File: config.mk
export PLATFORM = sky130hd
export DESIGN_NAME = sensor_advert_object_parser_unit
export DESIGN_NICKNAME = d
export VERILOG_FILES = /design/src/rtl/sao_pkg.sv /design/src/rtl/sensor_advert_object_parser_unit.sv
export SDC_FILE = /design/constraint.sdc
export NUM_CORES = 1
export LEC_CHECK = 0
export BUFFER_PORTS_ARGS = -buffer_cell sky130_fd_sc_hd__buf_2
export CAP_MARGIN = 0
export CORE_MARGIN = 2
export CORE_UTILIZATION = 44
export DETAILED_ROUTE_END_ITERATION = 6
export MAX_ROUTING_LAYER = met4
export PLACE_DENSITY = 0.69
export SYNTH_ARGS = -nofsm -noshare
export SYNTH_HDL_FRONTEND = slang
export SYNTH_SLANG_ARGS = --single-unit
File: constraint.sdc
create_clock -name clk -period 9.3 [get_ports clk]
set_clock_uncertainty 0.05 [all_clocks]
set_input_delay 0.465 -clock clk [delete_from_list [all_inputs] [get_ports clk]]
set_output_delay 0.465 -clock clk [all_outputs]
set_load 0.01 [all_outputs]
File: src/rtl/sao_pkg.sv
// Shared types, codes and object tables for the sensor advertisement parser.
// No dependencies; imported by sensor_advert_object_parser_unit.
package sao_pkg;

  // Kinds of result word
  localparam logic [1:0] KIND_HEADER  = 2'd0;
  localparam logic [1:0] KIND_MEASURE = 2'd1;
  localparam logic [1:0] KIND_END     = 2'd2;

  // Frame end status codes
  localparam logic [2:0] ST_COMPLETE  = 3'd0;
  localparam logic [2:0] ST_NOPAYLOAD = 3'd1;
  localparam logic [2:0] ST_UNKNOWN   = 3'd2;
  localparam logic [2:0] ST_TRUNC     = 3'd3;
  localparam logic [2:0] ST_ENCRYPTED = 3'd4;

  // Number of MAC bytes after the header
  localparam logic [2:0] MAC_BYTES = 3'd6;

  typedef struct packed {
    logic [7:0] data_byte;
    logic       frame_end;
  } in_word_t;

  typedef struct packed {
    logic [1:0]  item_kind;
    logic [7:0]  object_code;
    logic [31:0] raw_reading;
    logic [1:0]  scale_code;
    logic [2:0]  format_version;
    logic        encrypted_flag;
    logic        mac_present;
    logic        trigger_flag;
    logic [2:0]  end_status;
    logic        last_result;
  } out_word_t;

  // Data length of an object ID in bytes, zero when the ID is unknown
  function automatic logic [2:0] obj_len(input logic [7:0] id);
    logic [2:0] len;
    case (id) inside
      8'h01, 8'h2E, 8'h2F:
        len = 3'd1;
      8'h02, 8'h03, 8'h08, 8'h0C, 8'h12, 8'h13, 8'h14, 8'h3C, 8'h40, 8'h41,
      8'h43, 8'h44, 8'h45, 8'h46, 8'h47, 8'h48, 8'h51, 8'h52, 8'h56, 8'h57,
      8'h58, 8'h5E, 8'h5F:
        len = 3'd2;
      8'h04, 8'h05, 8'h0A, 8'h0B, 8'h42, 8'h49, 8'h4B:
        len = 3'd3;
      8'h3E, 8'h4C, 8'h4D, 8'h4E, 8'h4F, 8'h50, 8'h5B, 8'h5C:
        len = 3'd4;
      default:
        len = 3'd0;
    endcase
    return len;
  endfunction

  // Decimal scale: reading = raw * 10^-scale
  function automatic logic [1:0] obj_scale(input logic [7:0] id);
    logic [1:0] sc;
    case (id) inside
      8'h02, 8'h03, 8'h04, 8'h05, 8'h08, 8'h0B, 8'h14, 8'h44, 8'h5C, 8'h5E:
        sc = 2'd2;
      8'h0A, 8'h0C, 8'h42, 8'h43, 8'h4B, 8'h4C, 8'h4D, 8'h4E, 8'h4F, 8'h51,
      8'h52:
        sc = 2'd3;
      8'h3F, 8'h45, 8'h46, 8'h47, 8'h4A:
        sc = 2'd1;
      default:
        sc = 2'd0;
    endcase
    return sc;
  endfunction

endpackage

File: src/rtl/sensor_advert_object_parser_unit.sv
// Each result word is registered into the result queue when its byte is accepted.
// Throughput: one byte per cycle while in_ready is high; a byte may yield two words, and
// in_ready drops while the four-word result queue has fewer than two free slots.
// Reset (rst, synchronous) returns the parser to waiting for a header and empties the queue.
// Depends on sao_pkg for word types, status codes and the object tables.
module sensor_advert_object_parser_unit
  import sao_pkg::*;
(
  input  logic      clk,
  input  logic      rst,
  input  logic      in_valid,
  output logic      in_ready,
  input  in_word_t  in_data,
  output logic      out_valid,
  input  logic      out_ready,
  output out_word_t out_data
);

  typedef enum logic [2:0] {
    PH_HEADER,
    PH_MAC,
    PH_FIRST_ID,
    PH_ID,
    PH_DATA,
    PH_STOPPED,
    PH_ENC_WAIT,
    PH_ENC_SEEN
  } phase_t;

  phase_t      phase, phase_next;
  logic [2:0]  mac_left, mac_left_next;
  logic [7:0]  obj, obj_next;
  logic [2:0]  bytes_left, bytes_left_next;
  logic [31:0] acc, acc_next;
  logic [1:0]  pos, pos_next;
  logic        enc, enc_next;

  out_word_t   queue [4];
  logic [1:0]  wr_ptr, rd_ptr;
  logic [2:0]  count, count_next;

  logic [7:0]  b;
  logic        last;
  logic [2:0]  len;
  logic [31:0] shifted;
  logic        has_a;
  out_word_t   res_a, res_end, first_word;
  logic [2:0]  status;
  logic        in_fire, pop;
  logic [1:0]  npush;

  assign b       = in_data.data_byte;
  assign last    = in_data.frame_end;
  assign len     = obj_len(b);
  assign shifted = {24'd0, b} << {pos, 3'b000};

  assign in_ready  = (count <= 3'd2);
  assign in_fire   = in_valid && in_ready;
  assign out_valid = (count != 3'd0);
  assign out_data  = queue[rd_ptr];
  assign pop       = out_valid && out_ready;

  always_comb begin
    phase_next      = phase;
    mac_left_next   = mac_left;
    obj_next        = obj;
    bytes_left_next = bytes_left;
    acc_next        = acc;
    pos_next        = pos;
    enc_next        = enc;
    has_a           = 1'b0;
    res_a           = '0;
    res_end         = '0;
    status          = ST_NOPAYLOAD;

    unique case (phase)
      PH_HEADER: begin
        has_a                = 1'b1;
        res_a.item_kind      = KIND_HEADER;
        res_a.format_version = b[7:5];
        res_a.encrypted_flag = b[0];
        res_a.mac_present    = b[1];
        res_a.trigger_flag   = b[2];
        enc_next             = b[0];
        if (b[1]) begin
          phase_next    = PH_MAC;
          mac_left_next = MAC_BYTES;
        end else begin
          phase_next = b[0] ? PH_ENC_WAIT : PH_FIRST_ID;
        end
      end
      PH_MAC: begin
        mac_left_next = mac_left - 3'd1;
        if (mac_left_next == 3'd0) begin
          phase_next = enc ? PH_ENC_WAIT : PH_FIRST_ID;
        end
      end
      PH_FIRST_ID, PH_ID: begin
        if (len == 3'd0) begin
          phase_next = PH_STOPPED;
        end else begin
          obj_next        = b;
          bytes_left_next = len;
          acc_next        = '0;
          pos_next        = 2'd0;
          phase_next      = PH_DATA;
        end
      end
      PH_DATA: begin
        // little-endian: each byte lands one octet higher
        acc_next        = acc | shifted;
        pos_next        = pos + 2'd1;
        bytes_left_next = bytes_left - 3'd1;
        if (bytes_left_next == 3'd0) begin
          has_a             = 1'b1;
          res_a.item_kind   = KIND_MEASURE;
          res_a.object_code = obj;
          res_a.raw_reading = acc_next;
          res_a.scale_code  = obj_scale(obj);
          phase_next        = PH_ID;
        end
      end
      PH_ENC_WAIT: begin
        phase_next = PH_ENC_SEEN;
      end
      default: begin
      end
    endcase

    unique case (phase_next)
      PH_ID:       status = ST_COMPLETE;
      PH_DATA:     status = ST_TRUNC;
      PH_STOPPED:  status = ST_UNKNOWN;
      PH_ENC_SEEN: status = ST_ENCRYPTED;
      default:     status = ST_NOPAYLOAD;
    endcase

    res_end.item_kind   = KIND_END;
    res_end.end_status  = status;
    res_end.last_result = 1'b1;
    res_a.last_result   = !last;

    // drop all frame context at the last byte
    if (last) begin
      phase_next      = PH_HEADER;
      mac_left_next   = 3'd0;
      obj_next        = 8'd0;
      bytes_left_next = 3'd0;
      acc_next        = '0;
      pos_next        = 2'd0;
      enc_next        = 1'b0;
    end

    first_word = has_a ? res_a : res_end;
    npush      = in_fire ? ({1'b0, has_a} + {1'b0, last}) : 2'd0;
    count_next = count + {1'b0, npush} - {2'b00, pop};
  end

  always_ff @(posedge clk) begin
    if (rst) begin
      phase      <= PH_HEADER;
      mac_left   <= 3'd0;
      obj        <= 8'd0;
      bytes_left <= 3'd0;
      acc        <= '0;
      pos        <= 2'd0;
      enc        <= 1'b0;
      wr_ptr     <= 2'd0;
      rd_ptr     <= 2'd0;
      count      <= 3'd0;
    end else begin
      if (in_fire) begin
        phase      <= phase_next;
        mac_left   <= mac_left_next;
        obj        <= obj_next;
        bytes_left <= bytes_left_next;
        acc        <= acc_next;
        pos        <= pos_next;
        enc        <= enc_next;
      end
      if (npush != 2'd0) begin
        queue[wr_ptr] <= first_word;
      end
      if (npush == 2'd2) begin
        queue[wr_ptr + 2'd1] <= res_end;
      end
      wr_ptr <= wr_ptr + npush;
      if (pop) begin
        rd_ptr <= rd_ptr + 2'd1;
      end
      count <= count_next;
    end
  end

  a_queue_bound: assert property (@(posedge clk) disable iff (rst)
    count <= 3'd4)
    else $error("result queue overflow");

  a_mac_count: assert property (@(posedge clk) disable iff (rst)
    phase == PH_MAC |-> (mac_left != 3'd0 && mac_left <= MAC_BYTES))
    else $error("MAC skip count out of range");

  a_data_count: assert property (@(posedge clk) disable iff (rst)
    phase == PH_DATA |-> (bytes_left != 3'd0 && bytes_left <= 3'd4))
    else $error("object byte count out of range");

  a_end_resets: assert property (@(posedge clk) disable iff (rst)
    in_fire && last |=> phase == PH_HEADER && count != 3'd0)
    else $error("frame end did not restart parsing or report");

  a_header_word: assert property (@(posedge clk) disable iff (rst)
    in_fire && phase == PH_HEADER |=> count != 3'd0)
    else $error("header byte produced no word");

endmodule

Yosys cells after proc, flatten, opt, wreduce, memory -nomap -nowiden
Memory sizes are Yosys's and may differ from the RTL's. A register that Yosys moved wholly into a read port is not among the register bits. Index checks and enable logic that the tools add are counted.

Memories: 1. Output and inout port bits: 56. Bits in registers: 59. RAM bits: 216. Input port bits: 13. Word-level logic and storage cells: 177.

Shift-type cells: 1. Order comparisons: 1. Reductions and logical operators: 25. Add/sub/neg operators: 9. Bitwise operators: 1. Multiplexer cells: 49. Equal/unequal tests: 80.

Memory list: queue (words 4, width 54, rd ports 1, clocked after Yosys merged registers in 1, wr ports 2, RTL line sensor_advert_object_parser_unit.sv:38) `out_word_t queue [4];`.

Operators by type and width (count): $eq 8x7->1 const B (41); $eq 8x4->1 const B (8); $mux 32 (2); $pmux 32 s2 (1); $mux 54 (1); $mux 43 (1); $mux 3 (14); $mux 42 (1); $eq 8x6->1 const B (5); $eq 8x2->1 const B (4); $eq 8x3->1 const B (4); $eq 8x5->1 const B (4); $or 32x32->32 (1); $shl 8x5->32 (1); $mux 8 (3); $reduce_or 23->1 (1); $mux 2 (8); $eq 3x3->1 const B (5); $pmux 3 s5 (1); $logic_not 3->1 (4); $pmux 3 s2 (2); $pmux 3 s4 (1); $mux 1 (11); $reduce_or 11->1 (1); other kinds (28) (41).

Depth between registers and ports, before layout
Gate-level depths: netlist of run 1.

Depth in word-level cells: 12. Mapped depth: 17. Gate-level depth less buffers: 17.

Least setup slack after synthesis of run 1
No wires, ideal clock.

Kind: flip-flop to flip-flop. Start: register bytes_left[0]. End: memory queue[0][1] (netlist bit) (enable). Setup time: 0.304 ns. Clock period less this slack: 2.947 ns. Cell stages (with the launch flop): 16. Path buffers: 2. Arrival: 2.593 ns. Path slack: 6.353 ns. Data required time: 8.946 ns. Path through: dfxtp_1 -> inv_1 -> ha_1 -> xnor2_1 -> nand2_1 -> nand2_1 -> nand2_1 -> inv_1 -> ha_1 -> nor2_1 -> or3_1 -> clkbuf_1 -> nor3_1 -> nor2_1 -> clkbuf_1 -> inv_1.

RTL lines: from (decl) (RTL line sensor_advert_object_parser_unit.sv:33) `logic [2:0] bytes_left, bytes_left_next;`; from (signal assigned) (RTL line sensor_advert_object_parser_unit.sv:176) `bytes_left <= bytes_left_next;`; to (decl) (RTL line sensor_advert_object_parser_unit.sv:38).

==> out/results.txt, run 1 <==
status - completed
post-CTS sizing - 0
Slew @ Worst Pin - 1154 ps
HP Start - out_ready
top-area cell type share of the netlist area - 0.4568
cell taking the most area after synthesis - dfxtp_1
drc violations - 0
CTS tree - yes
total gr overflow - 0
Post-Syn Area - 11610 µm²
post-place instance area - 12040 µm²
endpoints failing hold - 0
Critical Path Start - bytes_left[0]
critical path endpoint category - flop
drt pass-1 iters - 5
full die area - 27710 µm²
Critical Path AT - 4850 ps
yosys warns - 0
CP Data Required Time - 9720 ps
share of cells above drive strength 1 - 0.2018
Layout Utilization - 0.4996
minimum clock period - 4430 ps
fin. max-slew vios - 0
dpl hpwl - 17.36 mm
worst-skew pair later-pin latency - 530 ps
total wire length - 28.76 mm
crit path max fanout - 40
TNS Setup - 0 ps
first-pass GRT wire length - 46.83 mm
core area - 25980 µm²
final setup vio count - 0
Starting Density - 0.4469
H-tree levels - 1
Final nets - 1091
number of clock sinks - 277
setup bufs post-CTS - 0
CP max stage delay - 930 ps
cts hold-fix bufs - 0
Yosys cell types - 71
CP Launch Type - flop
Post-Syn Instances - 1061
total track usage - 0.2116
IO buf count - 68
worst-case reg-to-reg path depth - 14
Crit-path slowest cell - nor2_1
Reg-to-Reg End - queue[3][11]
worst hold path depth - 4
Top FF cell, synth - dfxtp_1
Via Count - 8588
Die X - 166.5 µm
total power - 2.973 mW
# IOs - 69
pin count of the biggest net entering global routing - 55
Period Utilization, post-route - 0.4763
Root Buffer - clkbuf_16
synth top area cells - dfxtp_1, o2bb2ai_1, mux4_2
worst setup margin - 4870 ps
Worst-path clk slew - 60 ps
Rel. slew slack - 0.2304
Syn-to-layout area delta - 11.78%
critical path class - flop to flop
post-synthesis sequential area ratio - 0.4878
fmax - 225.8 MHz
DRT iter0 DRCs - 651
number of synthesized register bits - 277
post-synth net total - 1084
initial antenna violation count - 0
final hold slack - 343.0 ps
Reg-to-Reg Start - bytes_left[0]
row cnt - 59
P per Cell Area - 229.0 nW/µm²
placed insts - 1373
post-DR vias/cell - 6.027
Mapped Avg Cell Area - 10.95 µm²
dpl ws - 4948 ps
number of global-route vias before repair - 8462
antenna-violating nets left - 0
critical-path cell list - inv_1, ha_1, xnor2_1, nand2_1, nand2_1, nand2_1, inv_1, ha_1, nor2_1, nor3_1, nand3_2, nor2_1, inv_1, o2bb2ai_1
GP Congestion - 0.9074
antenna fix cells - 0
MaxCap Viol Count - 0
Final Cell Area - 12980 µm²
number of enable flip-flop cells after synthesis - 12
Die Height - 166.5 µm
Layout Cells excl Fill - 1425
Clock Tree Buf Depth - 3
Static Leakage - 4.533 nW
RSZ-0062 raised after global routing - no
Async S/R FF share, synth - 0
Reg2Reg Setup Slack - 4870 ps
maximum vdd drop - 0.1614 mV
Num CTS Buffers - 28
WL/cell - 20.19 µm
Hold Path Class - input pin to flop
## sequential cells by signal, summed over array words and instances (netlist names), named ones only
signal and cells:
enc 1, obj 8, phase 3, wr_ptr 2
queue 216, mac_left 3, pos 2, count 3
acc 32, bytes_left 3, rd_ptr 2
## power by group
part	internal (mW)	total (mW)	switching [mW]
clock network	0.675	1.13	0.460
logic	0.210	0.469	0.259
registers	1.28	1.37	0.0912
total	2.16	2.97	0.810
## per-layer routing
metal / global-route usage / wire, µm
met2: 0.3220 / 13130
met5: - / 0
met4: 0.05285 / 483
met1: 0.2991 / 13640
met3: 0.03018 / 1519
## layout make-up
| class | instances | area, µm² |
|---|---|---|
| timing repair buffer | 77 | 407.9 |
| clock inverter | 12 | 115.1 |
| multi-input combinational | 660 | 5448 |
| fill | 2360 | 13000 |
| sequential | 277 | 5673 |
| inverter | 24 | 90.09 |
| tap | 335 | 419.2 |
| clock buffer | 40 | 828.3 |
## critical path, delay by kind of cell (launching register included)
kind	cells	cell delay (ps)
and+or+nand+nor	7	2880
DFF	1	340
buffers and inverters	3	260
xor gates and xnor gates	1	190
AOI/OAI and AO/OA	1	130
adders and majority gates	2	520
## cell usage after synthesis, types with 10 or more instances
master and n:
a21oi_1 73, a22o_1 36, and3_1 11, buf_2 14
clkbuf_1 71, dfxtp_1 265, edfxtp_1 12, inv_1 19
mux4_2 54, nand2_1 43, nand2b_1 11, nor2_1 64
nor2_4 10, nor2b_1 14, nor3_1 15, o21ai_0 20
o2bb2ai_1 156, or3_1 30
## worst max-delay path by stage
stage	to	slack, ps	cells after the start
2_1_floorplan	queue[0][1]	6350	15
5_1_grt	queue[3][11]	4390	14
6_report	queue[3][11]	4870	14
3_5_place_dp	queue[3][11]	4950	14
3_3_place_gp	queue[3][11]	5020	14
4_1_cts	queue[3][11]	4920	14
## kinds of logic (layout without fill, tap and decap cells)
logic type,Yosys count,after routing,share of synthesized area
compound gates,338,338,0.2228
flops,277,277,0.4878
simple gates,247,247,0.1179
buf+inv,124,153,0.04611
mux,58,58,0.1087
fa+ha+maj,10,10,0.01142
xor+xnor,7,7,0.005279
## placed cells by master, fill, tap and decap left out, drive strengths merged, types with 30 or more instances in the layout
cell type	instances
a21oi	75
a22o	36
buf	77
clkbuf	40
dfxtp	265
mux4	54
nand2	44
nor2	83
o2bb2ai	156
or3	30
(Power assumes the default switching activity.)
==> run 2: changes to the inputs <==
--- a/config.mk
+++ b/config.mk
@@ -11,7 +11,7 @@
 export CORE_UTILIZATION = 44
 export DETAILED_ROUTE_END_ITERATION = 6
 export MAX_ROUTING_LAYER = met4
-export PLACE_DENSITY = 0.69
+export PLACE_DENSITY = 0.71
 export SYNTH_ARGS = -nofsm -noshare
 export SYNTH_HDL_FRONTEND = slang
 export SYNTH_SLANG_ARGS = --single-unit
==> constraint.sdc (replaced) <==
create_clock -name clk -period 3.6 [get_ports clk]
set_clock_uncertainty 0.05 [all_clocks]
set_input_delay 0.18 -clock clk [delete_from_list [all_inputs] [get_ports clk]]
set_output_delay 0.18 -clock clk [all_outputs]
set_load 0.01 [all_outputs]
==> out/results.txt, run 2 (synthesis results as in run 1) <==
Starting Density - 0.4469
P per Cell Area - 583.8 nW/µm²
initial antenna violation count - 0
CP Launch Type - flop
Clock Tree Buf Depth - 3
core area - 25980 µm²
Final Cell Area - 13110 µm²
total track usage - 0.2170
maximum vdd drop - 0.5359 mV
post-DR vias/cell - 6.191
setup bufs post-CTS - 0
MaxCap Viol Count - 0
critical-path cell list - inv_1, ha_1, xnor2_1, nand2_1, nand2_1, nand2_1, inv_1, ha_1, nor2_1, or3_1, nor2_1, nor2_4, buf_4, o2bb2ai_1
largest registers - queue: 216 flops, acc: 32 flops, obj: 8 flops
antenna fix cells - 0
Critical Path AT - 3730 ps
GP Congestion - 0.8693
CTS tree - yes
# IOs - 69
drc violations - 0
critical path endpoint category - flop
critical path class - flop to flop
antenna-violating nets left - 0
Static Leakage - 4.609 nW
Most common cell on crit path - nand2_1
number of flip-flops in the largest register - 216
endpoints failing hold - 0
Reg with most FFs - queue
minimum clock period - 3387 ps
worst-skew pair later-pin latency - 540 ps
most common cell after layout, fill and taps aside - dfxtp_1
Via Count - 8933
total wire length - 30.15 mm
post-place instance area - 12170 µm²
number of global-route vias before repair - 8698
Worst-path clk slew - 60 ps
drt pass-1 iters - 5
cts hold-fix bufs - 0
dpl hpwl - 18.12 mm
H-tree levels - 1
Slew @ Worst Pin - 1108 ps
Hold Path Class - input pin to flop
WL/cell - 20.90 µm
Crit-path slowest cell - nor2_1
Num CTS Buffers - 29
RSZ-0062 raised after global routing - no
total gr overflow - 0
pin count of the biggest net entering global routing - 49
fmax - 295.2 MHz
CP max stage delay - 510 ps
Die Height - 166.5 µm
Root Buffer - clkbuf_16
Syn-to-layout area delta - 12.86%
final setup vio count - 0
number of clock sinks - 277
most frequent cells in the layout - dfxtp_1, o2bb2ai_1, a21oi_1, buf_2, nor2_1
Period Utilization, post-route - 0.9409
full die area - 27710 µm²
total power - 7.652 mW
fin. max-slew vios - 0
TNS Setup - 0 ps
row cnt - 59
Rel. slew slack - 0.2611
post-CTS sizing - 0
Reg-to-Reg Start - bytes_left[0]
Final nets - 1110
share of cells above drive strength 1 - 0.2184
Die X - 166.5 µm
crit path max fanout - 21
DRT iter0 DRCs - 874
IO buf count - 68
Layout Utilization - 0.5044
CP Data Required Time - 3940 ps
Critical Path Start - bytes_left[0]
HP Start - out_ready
status - completed
first-pass GRT wire length - 47.97 mm
run 2: cell types whose count changed in the layout (fill, tap and decap cells not counted), moves of 2 or more:
cell / delta
nor2_2: +3
clkbuf_8: +2
buf_4: +15
clkbuf_1: -2
clkinv_2: +2
bufinv_16: -2
run 2: path summary, 6_finish.rpt:
check / to / slack [ps] / cells after the start
min reg2reg: queue[3][53] / 400 / 2
min: rd_ptr[0] / 60 / 4
max reg2reg: queue[1][36] / 210 / 14
max: queue[1][36] / 210 / 14
run 2: critical path: cells and delay by family (launching register included):
family,cells,cell delay (ps)
buffers and inverters,3,460
AO/OA/AOI/OAI,1,160
flip-flops,1,330
XOR/XNOR,1,180
AND/OR/NAND/NOR,7,1560
adder cells (fa/ha/maj),2,510
run 2: report_power, final:
group          total [mW]  switching (mW)  internal [mW]
registers            3.58           0.280           3.30
clock network        2.85            1.21           1.64
logic                1.23           0.662          0.564
total                7.65            2.15           5.50
run 2: layout make-up:
class                           instances  area (µm²)
Clock buffer                           40       848.3
Clock inverter                         12       65.06
Fill cell                            2332       12880
Inverter                               24       90.09
Multi-Input combinational cell        662        5474
Sequential cell                       277        5670
Tap cell                              335       419.2
Timing Repair Buffer                   93       540.5
run 2: through the flow:
step	cells	hold slack (ps)	setup slack, ps
after floorplan	1061	368.0	652.5
after global placement	1389	377.6	359.6
after detailed placement	1389	383.2	244.7
after CTS	1441	52.29	227.5
after global routing	1443	117.2	10.65
final	1443	61.92	212.9
run 2: layer usage:
layer	vias to the layer above	part of all wire	global-route usage	wire [µm]
met5	-	0	-	0
met4	0	0.021	0.05097	626
met3	51	0.064	0.02519	1928
li1	4070	-	-	-
met1	4458	0.45	0.3016	13580
met2	354	0.46	0.3423	14020
